File: src/sv/mpjs_pkg.sv
// mpjs_pkg: shared types and constants for the multi-policy job scheduler
// used by mpjs_ctrl, mpjs_dp and the top level
package mpjs_pkg;

  localparam logic [1:0] POL_FIFO = 2'd0;
  localparam logic [1:0] POL_RR   = 2'd1;
  localparam logic [1:0] POL_SJF  = 2'd2;
  localparam logic [1:0] POL_PSJF = 2'd3;

  localparam logic CFG_POLICY  = 1'b0;
  localparam logic CFG_QUANTUM = 1'b1;

  localparam logic [15:0] QUANTUM_RESET = 16'd500;
  localparam int OUT_IDX_W = 6;

  // controller to datapath commands
  typedef struct packed {
    logic capture;     // latch input beat
    logic arrive;      // do arrival update
    logic scan_clr;    // start table scan
    logic scan_step;   // process one table entry
    logic rr_pop;      // round robin: pop one ring entry
    logic rr_decide;   // first decision step of a tick
    logic commit;      // decrement running job, build result
    logic ring_rd;     // issue ring read at head
    logic norm_start;  // start slice counter reduction
    logic norm_step;   // one bit of slice counter reduction
  } cmd_t;

  // datapath to controller status
  typedef struct packed {
    logic is_tick;
    logic scan_last;   // last entry of scan
    logic need_scan;   // tick needs a table scan
    logic need_ring;   // tick needs ring pops
    logic ring_empty;
    logic pop_hit;     // popped entry is live
    logic slice_big;   // round robin slice counter not below quantum
    logic norm_last;   // last bit of slice counter reduction
  } sts_t;

endpackage

File: src/sv/mpjs_ctrl.sv
// mpjs_ctrl: sequencing state machine for the job scheduler
// depends on mpjs_pkg; drives mpjs_dp through cmd_t, reads sts_t
module mpjs_ctrl (
  input  logic          clk,
  input  logic          rst_n,
  input  logic          in_valid,
  output logic          in_ready,
  output logic          out_valid,
  input  logic          out_ready,
  input  mpjs_pkg::sts_t sts,
  output mpjs_pkg::cmd_t cmd
);
  import mpjs_pkg::*;

  typedef enum logic [7:0] {
    S_IDLE   = 8'b00000001,
    S_DEC    = 8'b00000010,
    S_SCAN   = 8'b00000100,
    S_RRREQ  = 8'b00001000,
    S_RRPOP  = 8'b00010000,
    S_COMMIT = 8'b00100000,
    S_OUT    = 8'b01000000,
    S_NORM   = 8'b10000000
  } state_t;

  state_t state_r, state_nxt;

  assign in_ready  = (state_r == S_IDLE);
  assign out_valid = (state_r == S_OUT);

  always_comb begin
    state_nxt = state_r;
    cmd = '0;
    unique case (state_r)
      S_IDLE: begin
        if (in_valid) begin
          cmd.capture = 1'b1;
          state_nxt = S_DEC;
        end
      end
      S_DEC: begin
        if (!sts.is_tick) begin
          cmd.arrive = 1'b1;
          state_nxt = S_OUT;
        end else if (sts.slice_big) begin
          cmd.norm_start = 1'b1;
          state_nxt = S_NORM;
        end else begin
          cmd.rr_decide = 1'b1;
          cmd.ring_rd = 1'b1;
          if (sts.need_scan) begin
            cmd.scan_clr = 1'b1;
            state_nxt = S_SCAN;
          end else if (sts.need_ring) begin
            state_nxt = S_RRREQ;
          end else begin
            state_nxt = S_COMMIT;
          end
        end
      end
      S_NORM: begin
        cmd.norm_step = 1'b1;
        if (sts.norm_last) state_nxt = S_DEC;
      end
      S_SCAN: begin
        cmd.scan_step = 1'b1;
        if (sts.scan_last) state_nxt = S_COMMIT;
      end
      S_RRREQ: begin
        // ring read data lands this cycle
        state_nxt = S_RRPOP;
      end
      S_RRPOP: begin
        if (sts.ring_empty) begin
          state_nxt = S_COMMIT;
        end else begin
          cmd.rr_pop = 1'b1;
          cmd.ring_rd = 1'b1;
          state_nxt = sts.pop_hit ? S_COMMIT : S_RRREQ;
        end
      end
      S_COMMIT: begin
        cmd.commit = 1'b1;
        state_nxt = S_OUT;
      end
      S_OUT: begin
        if (out_ready) state_nxt = S_IDLE;
      end
      default: state_nxt = S_IDLE;
    endcase
  end

  always_ff @(posedge clk) begin
    if (!rst_n) state_r <= S_IDLE;
    else        state_r <= state_nxt;
  end

endmodule

File: src/sv/mpjs_dp.sv
// mpjs_dp: job table, ready ring, policy state and result registers
// depends on mpjs_pkg; commanded by mpjs_ctrl
module mpjs_dp #(
  parameter int MAX_JOBS  = 64,
  parameter int TIME_BITS = 24
) (
  input  logic                           clk,
  input  logic                           rst_n,
  input  logic                           in_mode,
  input  logic [23:0]                    in_exec_time,
  input  logic                           in_last_job,
  input  logic                           cfg_we,
  input  logic                           cfg_index,
  input  logic [15:0]                    cfg_wdata,
  input  mpjs_pkg::cmd_t                 cmd,
  output mpjs_pkg::sts_t                 sts,
  output logic [mpjs_pkg::OUT_IDX_W-1:0] out_job_index,
  output logic                           out_idle,
  output logic                           out_job_done,
  output logic                           out_rejected,
  output logic                           out_all_done
);
  import mpjs_pkg::*;

  localparam int IW = $clog2(MAX_JOBS);
  localparam int CW = $clog2(MAX_JOBS + 1);
  localparam logic [CW-1:0] CNT_MAX  = CW'(MAX_JOBS);
  localparam logic [IW-1:0] IDX_LAST = IW'(MAX_JOBS - 1);

  logic [TIME_BITS-1:0] rt_mem [MAX_JOBS];
  logic [IW-1:0]        ring_mem [MAX_JOBS];

  logic [1:0]  policy_r;
  logic [15:0] quantum_r;

  logic                 mode_r, last_r;
  logic [TIME_BITS-1:0] exec_r;

  logic [CW-1:0] arrived_r, finished_r, ring_cnt_r;
  logic [IW-1:0] run_slot_r, head_r, tail_r;
  logic          run_valid_r, pend_r, last_seen_r;
  logic [15:0]   slice_r;

  // running job remaining time, kept beside the table
  logic [TIME_BITS-1:0] run_rt_r;

  // scan state
  logic [IW-1:0]        scan_i_r;
  logic                 found_r;
  logic [IW-1:0]        best_i_r;
  logic [TIME_BITS-1:0] best_t_r;

  // table read port
  logic [IW-1:0]        rd_addr;
  logic [TIME_BITS-1:0] rd_data_r;
  logic [IW-1:0]        ring_q_r;
  logic [IW-1:0]        ring_mem_q;

  // selection result
  logic                 sel_ok_r;
  logic [IW-1:0]        sel_slot_r;
  logic [TIME_BITS-1:0] sel_rt_r;

  logic [15:0] q_eff;
  logic        run_live;
  logic        keep_rr;
  logic        slice_zero;

  assign q_eff      = (quantum_r == 16'd0) ? 16'd1 : quantum_r;
  assign run_live   = run_valid_r && (run_rt_r != '0);
  assign slice_zero = (slice_r == 16'd0);
  assign keep_rr    = run_live && !slice_zero;

  // slice counter remainder by the quantum, one bit a cycle
  logic [15:0] norm_div_r, norm_rem_r;
  logic [3:0]  norm_cnt_r;
  logic [16:0] norm_sh;
  logic [15:0] norm_rem_nxt;
  assign norm_sh      = {norm_rem_r, norm_div_r[15]};
  assign norm_rem_nxt = (norm_sh >= {1'b0, q_eff}) ? 16'(norm_sh - {1'b0, q_eff})
                                                   : norm_sh[15:0];

  always_ff @(posedge clk) begin
    if (cmd.norm_start) begin
      norm_div_r <= slice_r;
      norm_rem_r <= '0;
      norm_cnt_r <= '0;
    end else if (cmd.norm_step) begin
      norm_div_r <= {norm_div_r[14:0], 1'b0};
      norm_rem_r <= norm_rem_nxt;
      norm_cnt_r <= norm_cnt_r + 4'd1;
    end
  end

  always_comb begin
    sts = '0;
    sts.is_tick    = mode_r;
    sts.scan_last  = (CW'(scan_i_r) + CW'(1) >= arrived_r);
    sts.need_scan  = 1'b0;
    sts.need_ring  = 1'b0;
    unique case (policy_r)
      POL_FIFO: sts.need_scan = (arrived_r != '0);
      POL_RR:   sts.need_ring = !keep_rr;
      POL_SJF:  sts.need_scan = !run_live && (arrived_r != '0);
      POL_PSJF: sts.need_scan = (pend_r || !run_live) && (arrived_r != '0);
      default:  sts.need_scan = 1'b0;
    endcase
    sts.ring_empty = (ring_cnt_r == '0);
    sts.pop_hit    = (CW'(ring_q_r) < arrived_r) && (rd_data_r != '0);
    sts.slice_big  = (policy_r == POL_RR) && (slice_r >= q_eff);
    sts.norm_last  = (norm_cnt_r == 4'd15);
  end

  // registered table read: scan index or popped ring slot
  always_comb begin
    if (cmd.scan_step || cmd.scan_clr) rd_addr = cmd.scan_clr ? '0 : scan_i_r + IW'(1);
    else                               rd_addr = ring_mem_q;
  end

  logic [IW-1:0] ring_rd_addr;
  // head after this cycle's pop
  assign ring_rd_addr = cmd.rr_pop ? ((head_r == IDX_LAST) ? '0 : head_r + IW'(1)) : head_r;

  // ring write: push of preempted job or arriving job
  logic          push_en;
  logic [IW-1:0] push_val;
  always_comb begin
    push_en  = 1'b0;
    push_val = '0;
    if (cmd.arrive && (arrived_r < CNT_MAX) && (exec_r != '0) && (policy_r == POL_RR)) begin
      push_en  = 1'b1;
      push_val = arrived_r[IW-1:0];
    end else if (cmd.rr_decide && policy_r == POL_RR && !keep_rr && run_live) begin
      push_en  = 1'b1;
      push_val = run_slot_r;
    end
    if (ring_cnt_r >= CNT_MAX) push_en = 1'b0;
  end

  // a read issued with a push into an empty ring returns the pushed value
  always_ff @(posedge clk) begin
    if (cmd.ring_rd) begin
      if (push_en && (tail_r == ring_rd_addr)) ring_mem_q <= push_val;
      else                                     ring_mem_q <= ring_mem[ring_rd_addr];
    end
  end

  always_ff @(posedge clk) begin
    if (push_en) ring_mem[tail_r] <= push_val;
  end

  // table memory: one write port, one registered read
  logic                 tw_en;
  logic [IW-1:0]        tw_addr;
  logic [TIME_BITS-1:0] tw_data;
  logic [TIME_BITS-1:0] dec_rt;
  assign dec_rt = sel_rt_r - TIME_BITS'(1);

  always_comb begin
    tw_en = 1'b0; tw_addr = '0; tw_data = '0;
    if (cmd.arrive && (arrived_r < CNT_MAX)) begin
      tw_en = 1'b1; tw_addr = arrived_r[IW-1:0]; tw_data = exec_r;
    end else if (cmd.commit && sel_ok_r) begin
      tw_en = 1'b1; tw_addr = sel_slot_r; tw_data = dec_rt;
    end
  end

  always_ff @(posedge clk) begin
    if (tw_en) rt_mem[tw_addr] <= tw_data;
    rd_data_r <= rt_mem[rd_addr];
  end

  // ring read address tracks where the popped slot reads the table
  always_ff @(posedge clk) begin
    ring_q_r <= rd_addr;
  end

  always_ff @(posedge clk) begin
    if (!rst_n) begin
      policy_r    <= POL_FIFO;
      quantum_r   <= QUANTUM_RESET;
      arrived_r   <= '0;
      finished_r  <= '0;
      ring_cnt_r  <= '0;
      run_slot_r  <= '0;
      head_r      <= '0;
      tail_r      <= '0;
      run_valid_r <= 1'b0;
      pend_r      <= 1'b0;
      last_seen_r <= 1'b0;
      slice_r     <= '0;
      sel_ok_r    <= 1'b0;
    end else begin
      if (cfg_we) begin
        if (cfg_index == CFG_POLICY) policy_r  <= cfg_wdata[1:0];
        else                         quantum_r <= cfg_wdata;
      end
      if (push_en) begin
        tail_r <= (tail_r == IDX_LAST) ? '0 : tail_r + IW'(1);
      end
      if (push_en && !cmd.rr_pop) ring_cnt_r <= ring_cnt_r + CW'(1);
      else if (!push_en && cmd.rr_pop) ring_cnt_r <= ring_cnt_r - CW'(1);
      if (cmd.rr_pop) head_r <= (head_r == IDX_LAST) ? '0 : head_r + IW'(1);

      if (cmd.norm_step && sts.norm_last) slice_r <= norm_rem_nxt;

      if (cmd.arrive) begin
        if (arrived_r < CNT_MAX) begin
          arrived_r <= arrived_r + CW'(1);
          if (exec_r == '0) finished_r <= finished_r + CW'(1);
          pend_r <= 1'b1;
        end
        if (last_r) last_seen_r <= 1'b1;
      end

      if (cmd.rr_decide) begin
        // default: keep running job
        sel_ok_r   <= run_live;
        sel_slot_r <= run_slot_r;
        sel_rt_r   <= run_rt_r;
        if (policy_r == POL_RR) begin
          if (keep_rr) slice_r <= (slice_r + 16'd1 >= q_eff) ? 16'd0 : slice_r + 16'd1;
          else         slice_r <= (q_eff == 16'd1) ? 16'd0 : 16'd1;
          if (!keep_rr) sel_ok_r <= 1'b0;
        end else if (policy_r == POL_FIFO) begin
          sel_ok_r <= 1'b0;
        end else if (policy_r == POL_PSJF) begin
          pend_r <= 1'b0;
          if (pend_r) sel_ok_r <= 1'b0;
        end else if (!run_live) begin
          sel_ok_r <= 1'b0;
        end
      end

      if (cmd.scan_clr) begin
        scan_i_r <= '0;
        found_r  <= 1'b0;
      end
      if (cmd.scan_step) begin
        scan_i_r <= scan_i_r + IW'(1);
        if (rd_data_r != '0 && !found_r) begin
          found_r <= 1'b1; best_i_r <= scan_i_r; best_t_r <= rd_data_r;
        end else if (rd_data_r != '0 && policy_r != POL_FIFO && rd_data_r < best_t_r) begin
          best_i_r <= scan_i_r; best_t_r <= rd_data_r;
        end
        if (sts.scan_last) begin
          if (rd_data_r != '0 && !found_r) begin
            sel_ok_r <= 1'b1; sel_slot_r <= scan_i_r; sel_rt_r <= rd_data_r;
          end else if (rd_data_r != '0 && policy_r != POL_FIFO && rd_data_r < best_t_r) begin
            sel_ok_r <= 1'b1; sel_slot_r <= scan_i_r; sel_rt_r <= rd_data_r;
          end else begin
            sel_ok_r <= found_r; sel_slot_r <= best_i_r; sel_rt_r <= best_t_r;
          end
        end
      end

      if (cmd.rr_pop && sts.pop_hit) begin
        sel_ok_r <= 1'b1; sel_slot_r <= ring_q_r; sel_rt_r <= rd_data_r;
      end

      if (cmd.commit) begin
        run_valid_r <= sel_ok_r && (dec_rt != '0);
        if (sel_ok_r) begin
          run_slot_r <= sel_slot_r;
          run_rt_r   <= dec_rt;
          if (dec_rt == '0) finished_r <= finished_r + CW'(1);
        end
      end
    end
  end

  always_ff @(posedge clk) begin
    if (cmd.capture) begin
      mode_r <= in_mode;
      exec_r <= TIME_BITS'(in_exec_time);
      last_r <= in_last_job;
    end
  end

  // result registers
  logic [OUT_IDX_W-1:0] idx_r;
  logic idle_r, done_r, rej_r;
  always_ff @(posedge clk) begin
    if (cmd.arrive) begin
      idx_r  <= (arrived_r < CNT_MAX) ? OUT_IDX_W'(arrived_r) : '0;
      idle_r <= 1'b0;
      done_r <= 1'b0;
      rej_r  <= (arrived_r >= CNT_MAX);
    end else if (cmd.commit) begin
      idx_r  <= sel_ok_r ? OUT_IDX_W'(sel_slot_r) : '0;
      idle_r <= !sel_ok_r;
      done_r <= sel_ok_r && (dec_rt == '0);
      rej_r  <= 1'b0;
    end
  end

  assign out_job_index = idx_r;
  assign out_idle      = idle_r;
  assign out_job_done  = done_r;
  assign out_rejected  = rej_r;
  assign out_all_done  = last_seen_r && (finished_r == arrived_r);

endmodule

File: src/sv/multi_policy_job_scheduler.sv
// multi_policy_job_scheduler: top level of the four-policy job scheduler
// depends on mpjs_pkg, mpjs_ctrl and mpjs_dp
//
// One item at a time: a new item is accepted only after the result beat of the
// last one is taken, so output stalls hold the block. An arrival passes through
// decode and the result beat; a tick that needs no new pick adds commit. A tick
// under FIFO, SJF or PSJF that needs a new pick scans the job table one slot a
// cycle through its single read port. A round robin tick that changes job pops
// ring entries, each with a ring read and a table read, until a live one is
// found or the ring runs empty. A round robin tick whose slice counter is not
// below the quantum (after the quantum was lowered) first reduces the counter.
// The user must make configuration writes only while the block is idle; the
// block itself does not enforce it.
module multi_policy_job_scheduler #(
  parameter int MAX_JOBS  = 64,
  parameter int TIME_BITS = 24
) (
  input  logic        clk,
  input  logic        rst_n,
  input  logic        in_valid,
  output logic        in_ready,
  input  logic        in_mode,
  input  logic [23:0] in_exec_time,
  input  logic        in_last_job,
  output logic        out_valid,
  input  logic        out_ready,
  output logic [5:0]  out_job_index,
  output logic        out_idle,
  output logic        out_job_done,
  output logic        out_rejected,
  output logic        out_all_done,
  input  logic        cfg_we,
  input  logic        cfg_index,
  input  logic [15:0] cfg_wdata
);
  import mpjs_pkg::*;

  cmd_t cmd;
  sts_t sts;

  mpjs_ctrl u_ctrl (
    .clk, .rst_n, .in_valid, .in_ready, .out_valid, .out_ready,
    .sts(sts), .cmd(cmd)
  );

  mpjs_dp #(.MAX_JOBS(MAX_JOBS), .TIME_BITS(TIME_BITS)) u_dp (
    .clk, .rst_n, .in_mode, .in_exec_time, .in_last_job,
    .cfg_we, .cfg_index, .cfg_wdata,
    .cmd(cmd), .sts(sts),
    .out_job_index, .out_idle, .out_job_done, .out_rejected, .out_all_done
  );

endmodule

File: config.mk
export PLATFORM = sky130hd
export DESIGN_NAME = multi_policy_job_scheduler
export DESIGN_NICKNAME = d
export VERILOG_FILES = /design/src/sv/mpjs_pkg.sv /design/src/sv/mpjs_ctrl.sv /design/src/sv/mpjs_dp.sv /design/src/sv/multi_policy_job_scheduler.sv
export SDC_FILE = /design/constraint.sdc
export NUM_CORES = 2
export LEC_CHECK = 0
export BUFFER_PORTS_ARGS = -buffer_cell sky130_fd_sc_hd__buf_2
export CORE_ASPECT_RATIO = 0.7
export CORE_MARGIN = 5
export CORE_UTILIZATION = 45
export CTS_CLUSTER_DIAMETER = 40
export DETAILED_ROUTE_END_ITERATION = 6
export PLACE_DENSITY = 0.59
export SYNTH_ARGS = -nofsm -noshare
export SYNTH_HDL_FRONTEND = slang
export SYNTH_SLANG_ARGS = --single-unit
File: constraint.sdc
create_clock -name clk -period 5.9 [get_ports clk]
set_input_delay 1.18 -clock clk [delete_from_list [all_inputs] [get_ports clk]]
set_output_delay 1.18 -clock clk [all_outputs]
set_load 0.02 [all_outputs]
==> results.cfg <==
[sta]
finalHoldViolCount = 0
tns_ns = 0
setup_ws_ns = 0.1390
fin_crit_sh_pct = 97.64
maxSlewViolCount = 10
period_minus_slack_ns = 5.761
relSlewSlack_pct = -13.46
tightest_slew_ns = 1.686
maxClockFrequency_mhz = 173.6
setup_viol = 0
rsz0062_at_grt = no
fin_skew_ns = 0.08789

[cts]
cts_buffers = 246
ctsResizeCount = 0
clk_pin_slew_ns = 0.06
cts_tree = built
insertion_delay_ns = 0.91
cts_setup_buffers = 0
clock_sink_count = 2203
cts_hold_buf = 0
cts_max_path_buffers = 4
cts-root-buf = clkbuf_16
htree_levels = 4

[setup_path]
critPathBufInv = 2
max_stage_delay_ns = 1.32
cp_slowest_cell = nor4_1
worstSetupPathType = reg -> reg
crit_required_ns = 6.66
worst-path-max-fanout = 24
path_cells = or4b_1 > nor2_1 > and4_1 > a21o_4 > inv_2 > buf_4 > o21ai_0 > a221oi_1 > nor4_1 > a211oi_1 > o2111ai_1
r2r_start = u_ctrl.state_r[5]$_SDFFE_PN0P_
cpLargestDelayFamily = simple AND/OR/NAND/NOR gates
rr_worst_depth = 11
r2r_setup_slack_ns = 0.14
start_kind = flop
worst_r2r_endpoint = u_dp.rd_data_r[11]$_DFF_P_
worstSetupEndpointType = flop
cp.arrival_ns = 6.52

[logic_synthesis]
synth.area.top_cells = edfxtp_1 68%, nand2_1 3.8%, dfxtp_1 3.0%
synth_top_cells_by_count = 2066 x edfxtp_1, 934 x nand2_1, 388 x o21ai_0, 338 x a21oi_1, 279 x nor2_1
ys_ff_latch = 2203
synth_edf_count = 2066
syn-instance-count = 6723
syn_nets = 6874
yosys.area_share.adder_pct = 1.423
synth_compound_area_share_pct = 11.52
syn_area_um2 = 91610
yosys_warnings = 0
synth_xor_area_share_pct = 0.6597
synthFlopType = edfxtp_1
synth_top_area_cell = edfxtp_1
yosysSeqAreaShare_pct = 70.72
async_flop_share_pct = 0
synth-simple-area-share_pct = 9.780
synth_most_common_cell = edfxtp_1
synth.top_cell.area_share_pct = 67.72
synthMuxAreaShare_pct = 3.543
synth_cell_types = 102
syn_area_per_cell_um2 = 13.63
synth_top_family_by_area = compound AO/OA/AOI/OAI gates

[drt]
route.vias.total = 63304
detail-route-antenna-nets = 0
first_iter_violations = 10574
first_pass_iters = 7
wl_per_cell_um = 32.47
wirelength_um = 320700
drc = 2
vias_per_cell = 6.411

[placed_design]
place_ws_ns = 0.5627
dp_hpwl_um = 203700
io_buffers = 59
gp_congestion = 0.9348

[min_path]
holdCritPathClass = reg -> reg
hold_path_depth = 2
hp-start = u_dp.quantum_r[0]$_SDFFE_PN0P_
holdPathEnd = u_dp.quantum_r[0]$_SDFFE_PN0P_

[global_routing]
antenna_found_initial = 26
grt_max_degree = 95
grt_pass1_wl_um = 448500
grt.total_usage_pct = 29.19
grt_overflow = 0
grt_pass1_vias = 58200

[cells_and_area]
drive_above_1_share_pct = 13.86
nets = 7073
area_growth_pct = 14.41

[power]
cellPowerDensity_nw_per_um2 = 315.0
power.leakage_nw = 34.52
ir_drop_uv = 261.4

[outcome]
outcome = complete, but fails checks
violations = DRC, capacitance limit, slew limit

[job]
drv_cap = 6

[floorplanning]
fp.dieH_um = 387.5
ios = 60
start_util_pct = 45.27
die_w_um = 549.3
rows = 138
coreArea_um2 = 202400
die_area_um2 = 212800
-- registers in the layout, indices dropped and copies added (netlist names), 24 cells and up --
register and count:
u_dp.exec_r 24, u_dp.rt_mem 1536, u_dp.sel_rt_r 24, u_dp.best_t_r 24
u_dp.ring_mem 384, u_dp.rd_data_r 24, u_dp.run_rt_r 24
-- through the flow --
step / power [W] / hold WS [ns] / cells / instance area, um2 / utilization [%]
floorplan: 0.01763 / 0.4294 / 6723 / 91610 / -
global placement: 0.01791 / 0.4411 / 9404 / 96660 / 47.77
detailed placement: 0.01791 / 0.4536 / 9404 / 96670 / 47.77
CTS: 0.03312 / 0.4312 / 9858 / 104800 / 51.77
global route: 0.03385 / 0.4542 / 9860 / 104800 / 51.77
finish: 0.03302 / 0.4570 / 9875 / 104800 / 51.79
-- logic make-up (layout without fill, tap and decap cells) --
kind of cell               Yosys count  after routing
AOI/OAI and AO/OA                 1573           1573
buffers and inverters              508            913
DFF                               2203           2203
xor gates and xnor gates            69             69
muxes                              317            317
adders and majority gates          103            103
and+or+nand+nor                   1950           1950
other                                0             17
-- worst max-delay path by stage --
stage	to	startpoint	slack (ns)	depth (start not counted)
2_1_floorplan	u_dp.ring_mem[0][5]$_DFFE_PP_	u_ctrl.state_r[0]$_SDFFE_PN1P_	0.88	7
3_3_place_gp	u_dp.rd_data_r[19]$_DFF_P_	u_dp.scan_i_r[0]$_SDFFCE_PP0P_	0.57	11
3_5_place_dp	u_dp.rd_data_r[19]$_DFF_P_	u_ctrl.state_r[5]$_SDFFE_PN0P_	0.56	11
4_1_cts	u_dp.rd_data_r[19]$_DFF_P_	u_ctrl.state_r[5]$_SDFFE_PN0P_	0.55	11
5_1_grt	u_dp.rd_data_r[14]$_DFF_P_	u_ctrl.state_r[4]$_SDFFE_PN0P_	0.15	13
6_report	u_dp.rd_data_r[11]$_DFF_P_	u_ctrl.state_r[5]$_SDFFE_PN0P_	0.14	11
-- worst reg2reg max path: stages, from the launching register on --
cell,delay (ns)
dfxtp_1,0.41
or4b_1,0.61
nor2_1,0.23
and4_1,0.79
a21o_4,0.56
inv_2,0.35
buf_4,0.37
o21ai_0,0.14
a221oi_1,0.07
nor4_1,1.32
a211oi_1,0.54
o2111ai_1,0.25
-- placed cells by master (no fill, tap or decap), types with 118 or more instances in the layout --
master | Yosys | layout
o21ai_0 | 388 | 373
mux2i_1 | 268 | 268
dfxtp_1 | 137 | 137
nand3_1 | 244 | 244
nand2_1 | 934 | 929
nor2_1 | 279 | 208
buf_4 | 13 | 275
clkbuf_16 | 0 | 249
a21oi_1 | 338 | 337
edfxtp_1 | 2066 | 2066
a211oi_1 | 119 | 118
-- routing by layer --
metal	part of all wire [%]	routed length, um	global-route usage, %
met5	0.021	68	0
met4	3.1	9870	7.969
met1	42	133300	44.32
met2	39	125200	38.23
met3	16	52160	11.95
-- power breakdown --
| group | total [W] | internal (W) | leakage (nW) | switching [W] |
|---|---|---|---|---|
| combinational | 0.000597 | 0.000177 | 11.6 | 0.000420 |
| sequential | 0.0170 | 0.0169 | 18.9 | 0.0000777 |
| clock | 0.0154 | 0.00881 | 3.94 | 0.00660 |
-- area by class of cell --
class                      instances  area, um2
inverter                          97      369.1
sequential                      2203      64780
clock inverter                   169       1657
tap                             2730       3416
timing repair buffer             362       2920
antenna                           17      42.54
multi-input combinational       4012      25190
fill                           17006      97550
clock buffer                     285       6436
(Power assumes the default switching activity.)
